### src/sv/lsse_pkg.sv
package lsse_pkg;

	localparam logic signed [31:0] SLOPE_ONE = 32'sh0001_0000;
	localparam logic signed [31:0] S32_MAX   = 32'sh7FFF_FFFF;
	localparam logic signed [31:0] S32_MIN   = 32'sh8000_0000;

	typedef struct packed {
		logic busy;
		logic done;
	} div_stat_t;

endpackage

### src/sv/lsse_div.sv
module lsse_div #(
	parameter int W = 91
) (
	input  logic                   clk,
	input  logic                   arst_n,
	input  logic                   start,
	input  logic [W-1:0]           dividend,
	input  logic [W-1:0]           divisor,
	output logic [W-1:0]           quotient,
	output lsse_pkg::div_stat_t    stat
);

	import lsse_pkg::*;

	localparam int NW = $clog2(W);
	localparam logic [NW-1:0] LAST_STEP = NW'(W - 1);

	logic [W-1:0]  qd_q;
	logic [W-1:0]  rem_q;
	logic [W-1:0]  dvs_q;
	logic [NW-1:0] cnt_q;
	logic          run_q;
	logic          done_q;
	logic [W:0]    trial;
	logic [W:0]    diff;
	logic          ge;

	// restoring division, one quotient bit a cycle
	assign trial = {rem_q, qd_q[W-1]};
	assign diff  = trial - {1'b0, dvs_q};
	assign ge    = trial >= {1'b0, dvs_q};

	always_ff @(posedge clk or negedge arst_n) begin
		if (!arst_n) begin
			qd_q   <= '0;
			rem_q  <= '0;
			dvs_q  <= '0;
			cnt_q  <= '0;
			run_q  <= 1'b0;
			done_q <= 1'b0;
		end else begin
			done_q <= 1'b0;
			if (start) begin
				qd_q  <= dividend;
				dvs_q <= divisor;
				rem_q <= '0;
				cnt_q <= '0;
				run_q <= 1'b1;
			end else if (run_q) begin
				rem_q <= ge ? diff[W-1:0] : trial[W-1:0];
				qd_q  <= {qd_q[W-2:0], ge};
				cnt_q <= cnt_q + 1'b1;
				if (cnt_q == LAST_STEP) begin
					run_q  <= 1'b0;
					done_q <= 1'b1;
				end
			end
		end
	end

	assign quotient  = qd_q;
	assign stat.busy = run_q;
	assign stat.done = done_q;

endmodule

### config.mk
export PLATFORM = sky130hd
export DESIGN_NAME = lsse_div
export DESIGN_NICKNAME = d
export VERILOG_FILES = /design/src/sv/lsse_pkg.sv /design/src/sv/lsse_div.sv
export SDC_FILE = /design/constraint.sdc
export NUM_CORES = 1
export LEC_CHECK = 0
export BUFFER_PORTS_ARGS = -buffer_cell sky130_fd_sc_hd__buf_2
export CORE_ASPECT_RATIO = 0.9
export CORE_MARGIN = 5
export CORE_UTILIZATION = 35
export DETAILED_ROUTE_END_ITERATION = 8
export GPL_ROUTABILITY_DRIVEN = 0
export PLACE_DENSITY = 0.52
export RECOVER_POWER = 100
export SYNTH_ARGS = -nofsm -noshare
export SYNTH_HDL_FRONTEND = slang
export SYNTH_SLANG_ARGS = --single-unit
### constraint.sdc
create_clock -name clk -period 4 [get_ports clk]
set_input_delay 0.6 -clock clk [delete_from_list [all_inputs] [get_ports clk]]
set_output_delay 0.6 -clock clk [all_outputs]
set_load 0.005 [all_outputs]
==> results of run 1 <==
-- per-layer routing --
| metal | up-vias | GRT usage (%) | routed length (µm) |
|---|---|---|---|
| met5 | - | 0 | 0 |
| met4 | 0 | 5.71 | 1380 |
| met3 | 75 | 3.00 | 2020 |
| met2 | 280 | 30.1 | 25400 |
| met1 | 7830 | 26.0 | 25400 |
| li1 | 8037 | - | - |
-- state kept, by name, summed over array words and instances, names as in the netlist --
name	count
quotient	91
cnt_q	7
run_q	1
dvs_q	91
rem_q	91
done_q	1
-- cell usage after synthesis, drive strengths merged, types with 9 or more instances --
| library cell | number |
|---|---|
| a211oi | 16 |
| a21o | 55 |
| a21oi | 137 |
| a311oi | 74 |
| a31oi | 9 |
| and3 | 12 |
| buf | 47 |
| clkbuf | 102 |
| dfrtp | 282 |
| ha | 93 |
| inv | 115 |
| mux2i | 97 |
| nand2 | 425 |
| nand3 | 21 |
| nand4 | 40 |
| nor2 | 158 |
| nor3 | 19 |
| o21a | 9 |
| o21ai | 260 |
| o21bai | 19 |
| xnor2 | 53 |
| xor2 | 34 |
-- power breakdown --
part | switching [mW] | internal (mW)
registers | 0.446 | 3.42
logic | 4.68 | 3.26
clock network | 1.28 | 1.75
total | 6.41 | 8.42
-- area by class of cell --
class / instances / area, µm²
multi-input combinational: 1623 / 10000
fill: 5249 / 29300
tap: 680 / 851
clock buffer: 47 / 960
antenna: 6 / 15.0
inverter: 116 / 440
timing repair buffer: 351 / 1920
sequential: 282 / 7060
clock inverter: 10 / 103
-- kinds of logic (layout without fill, tap and decap cells) --
group,after synthesis,after routing,synth area share [%]
AO/OA/AOI/OAI,628,628,21.7
XOR/XNOR,87,87,4.24
adder cells (fa/ha/maj),94,94,6.59
buffers and inverters,265,524,5.92
flip-flops,282,282,39.3
multiplexers,99,99,5.55
other,0,6,0
AND/OR/NAND/NOR,715,715,16.7
-- critical path: stages (launching register included) --
cell and delay, ns:
dfrtp_1 0.40, ha_1 0.38, nand2_1 0.09, or3_4 0.39, a21oi_2 0.11, a2111oi_1 0.06, buf_4 0.14, nor3b_2 0.14
buf_4 0.16, a2111o_1 0.49, a2111o_1 0.47, a21oi_4 0.19, o31ai_2 0.10, buf_4 0.15, mux2_4 0.29, a211oi_2 0.20
-- final timing paths --
check / to / slack [ns] / cells after the start / startpoint
hold reg to reg: rem_q[90] / 0.51 / 1 / rem_q[90]
setup / recovery: rem_q[87] / 0.13 / 15 / rem_q[47]
hold / removal: quotient[57] / 0.26 / 3 / dividend[57]
max in group asynchronous: dvs_q[5] / 1.04 / 2 / arst_n
setup reg to reg: rem_q[87] / 0.13 / 15 / rem_q[47]
min in group asynchronous: rem_q[59] / 0.67 / 1 / arst_n
-- per-stage QoR --
stage	hold WS [ns]	total power [mW]
after floorplan	0.304	9.33
after global placement	0.474	11.6
after detailed placement	0.501	11.6
after CTS	0.0613	14.9
after global routing	0.240	16.1
final	0.259	14.8
-- timing repair --
action / CTS / global route
setup endpoints to repair: 2 / 92
gates resized for setup: 2 / 38
hold endpoints to repair: 0 / 0
setup buffers: 0 / 6
cloned: 1 / 0
pin swaps: 0 / 11
==> metrics.cfg, run 1 <==
[layout]
layout_commonest_cell=nand2_1
finalNonFillerCells=3115
syn2layout_area_growth_pct=19.0
finalNetCount=2687
final_util_pct=42.2
layout_common_cells=424 x nand2_1, 281 x dfrtp_1, 248 x o21ai_0
fin_area_um2=21400
drive_gt1_share_pct=15.3

[floorplanning]
pin_count=278
core.rowCount=78
coreArea_um2=50700
start_util_pct=35.5
die_area_um2=56000
die_x_um=249
die_h_um=225

[power_and_ir_drop]
power_leakage_nw=10.7
vdd.ir_drop.worst_uv=391
p_per_area_nw_per_um2=694

[synthesis]
ys_warn_count=0
ys_ff_latch=282
synthFlopType=dfrtp_1
yosysSeqAreaShare_pct=39.3
synth_nets=2449
syn_area_um2=18000
yosys.area.top_type_share_pct=39.3
synthArstFlopShare_pct=100
avgSynthCellArea_um2=8.28
synth.largest_area_cell=dfrtp_1
syn-instance-count=2170
ys_top_cells_by_area=dfrtp_1 39%, nand2_1 8.9%, o21ai_0 7.0%
synth_cell_types=72
synth_edf_count=0

[sta]
fin_worst_skew_ns=0.0198
setup_viol=0
rsz0062_at_grt=yes
fmax_mhz=259
final-max-slew-violation-count=217
worst_slew_pin_slew_ns=2.31
final.setup.tns_ns=0
min_period_ns=3.87
period_share_pct=96.7
relSlewSlack_pct=-54.0
hold_viol=0
worst_slack_ns=0.132

[cts]
clkLatencyLatePin_ns=0.55
cts_root_buffer=clkbuf_16
htreeDepth=2
clock_path_buffers=3
clkSlewWorstSetupHoldPaths_ns=0.06
cts.sink_count=282
cts_buffers=34
cts_tree=built
cts_hold_buffers=0

[job]
cap_violations=2

[status]
violations=capacitance limit, slew limit
status=finished with violations

[place]
place_inst=3045
port_buffers=277
dp.final_hpwl_um=39800
placed_area_um2=20200
post-place-ws_ns=-0.0198

[detailed_routing]
drt_iter0_drc=1009
dr.pass1.iters=7
antenna_left=0
wl_per_cell_um=17.4
routed_wl_um=54200
drc=0
via_count=16200
viasPerCell=5.21

[global_routing]
antenna_found_initial=5
grt_util_all_layers_pct=18.7
grt_max_degree=133
overflow=0
grt_pass1_vias=16000
grt_pass1_wl_um=87000

[setup_path]
path_max_fanout=5
critPathRequiredTime_ns=4.45
crit_path_start_kind=flip-flop
critical_path_arrival_ns=4.31
crit_type=flip-flop to flip-flop
critical_path.endpoint_type=flip-flop

[hold_path]
hold_path_class=input pin to flip-flop

Power figures use the tool's default switching activity.
==> inputs of run 2 (changes only) <==
CORE_UTILIZATION = 40   (was 35)
PLACE_DENSITY = 0.58   (was 0.52)
==> run 2 against run 1 <==
Compared with the run above:
- the run still ends with capacitance limit, slew limit left
- flip-flop and latch count stayed put
- critical path depth is 1 lower
- combinational power is 3.2% lower
- sequential share of layout area is 0.11 points higher
- register-to-register slack better by 0.02 ns
- clock-buffer cell count stayed put
- hold slack worse by 0.11 ns
- final area is 0.32% lower
- utilization is 5.9 points higher
- clock power is 8.3% higher
- maximum frequency is 0.59% higher
- first-iteration DRC count is 5.9% lower
- largest power group unchanged
==> metrics.cfg, run 2 (same netlist as run 1, synthesis figures left out) <==
[layout]
final_util_pct=48.1
layout_common_cells=424 x nand2_1, 281 x dfrtp_1, 275 x buf_2
finalNonFillerCells=3024
fillCellCount=4338
drive_gt1_share_pct=18.0
finalNetCount=2672
syn2layout_area_growth_pct=18.6
layout_commonest_cell=nand2_1
fin_area_um2=21300

[power_and_ir_drop]
finalPower_mw=14.8
p_per_area_nw_per_um2=695
vdd.ir_drop.worst_uv=395
power_leakage_nw=10.9

[setup_path]
crit_family=compound AO/OA/AOI/OAI gates
path_max_fanout=6
reg2regPathDepth=14
critical_path.startpoint=rem_q[49]
worst_path_max_delay_cell=a2111o_1
critPathBufInv=2
cp.depth=14
crit_type=flip-flop to flip-flop
r2r_end=rem_q[87]
regToRegStartpoint=rem_q[49]
worst-r2r-setup-slack_ns=0.15
critical_path.endpoint_type=flip-flop
critical-path-max-stage-delay_ns=0.49
critical_path.cell_chain=ha_2, nand2_1, or3_4, a21oi_2, a2111oi_1, buf_4, nor3b_1, buf_4, a2111o_1, a2111o_1, a21oi_2, o31ai_1, mux2_4, a211oi_2
critPathRequiredTime_ns=4.45
critical_path_arrival_ns=4.29
crit_path_start_kind=flip-flop

[place]
dp.final_hpwl_um=37800
placed_area_um2=20000
place_inst=2956
port_buffers=277

[sta]
worst_slew_pin_slew_ns=1.67
final-max-slew-violation-count=98
fin_worst_skew_ns=0.0164
hold_viol=0
fmax_mhz=260
min_period_ns=3.85
period_share_pct=96.1
final.setup.tns_ns=0
relSlewSlack_pct=-11.6
setup_viol=0
rsz0062_at_grt=yes

[floorplanning]
die_h_um=211
start_util_pct=40.6
coreArea_um2=44300
core.rowCount=73
die_x_um=233
pin_count=278
die_area_um2=49300

[detailed_routing]
wl_per_cell_um=17.1
via_count=16200
viasPerCell=5.35
dr.pass1.iters=5
routed_wl_um=51600
drt_iter0_drc=949
antenna_left=0
drc=0

[cts]
post_cts_buffers=0
htreeDepth=2
cts_root_buffer=clkbuf_16
clkSlewWorstSetupHoldPaths_ns=0.06
cts_hold_buffers=0
clkLatencyLatePin_ns=0.54
cts_buffers=35
cts_tree=built
clock_path_buffers=3
cts.sink_count=282

[job]
cap_violations=2

[status]
violations=capacitance limit, slew limit
status=finished with violations

[global_routing]
grt_max_degree=173
antenna_found_initial=7
grt_pass1_vias=15800
grt_util_all_layers_pct=20.3
overflow=0
grt_pass1_wl_um=83500

[hold_path]
hold_path_class=input pin to async pin

-- run 2: changes by cell type in the layout (fill, tap and decap cells not counted), sizes merged --
cell,previous run,this run
clkbuf,135,51
buf,262,331
clkinv,6,9
bufinv,1,3
bufbuf,1,0
diode,6,7
inv,117,116
-- run 2: layout make-up --
cell class              count  area, µm²  area share [%]
diodes                      7       17.5          0.0822
multi-input cells        1623       9940            46.7
clock inverters            14        176           0.828
inverters                 116        435            2.04
well taps                 600        751            3.52
clock buffers              47       1020            4.80
flip-flops and latches    282       7060            33.1
repair buffers            335       1900            8.93
-- run 2: power by group --
part | leakage [nW] | internal [mW] | switching (mW)
clock network | 0.587 | 2.00 | 1.28
registers | 3.55 | 3.42 | 0.436
logic | 6.81 | 3.12 | 4.56
total | 10.9 | 8.53 | 6.28
-- run 2: how the worst max path moves through the flow --
stage | end | slack, ns
floorplan | rem_q[84] | 0.43
global placement | rem_q[89] | 0.12
detailed placement | rem_q[5] | 0.06
CTS | rem_q[15] | 0.02
global route | rem_q[77] | -0.04
finish | rem_q[87] | 0.15
-- run 2: per-layer routing --
metal | vias up | GRT usage [%] | wire length [µm]
li1 | 8002 | - | -
met4 | 0 | 6.18 | 1310
met5 | - | 0 | 0
met1 | 7762 | 28.1 | 23200
met3 | 72 | 3.60 | 2300
met2 | 338 | 32.9 | 24800
-- run 2: repair_timing --
action                                  CTS  global route
endpoints found under the setup margin    0            92
resized for setup                         0            29
endpoints found under the hold margin     0             0
-- run 2: per-stage QoR --
| step | hold WS, ns | setup slack (ns) |
|---|---|---|
| 2_1_floorplan | 0.304 | 0.426 |
| 3_3_place_gp | 0.477 | 0.125 |
| 3_5_place_dp | 0.509 | 0.0582 |
| 4_1_cts | 0.188 | 0.0173 |
| 5_1_grt | 0.234 | -0.0401 |
| 6_report | 0.150 | 0.154 |
-- run 2: worst register-to-register path: cells and delay by family, from the launching register on --
kind / cells / cell delay, ns
compound gates: 7 / 1.71
fa+ha+maj: 1 / 0.38
buf+inv: 2 / 0.30
flops: 1 / 0.41
mux: 1 / 0.31
simple gates: 3 / 0.64
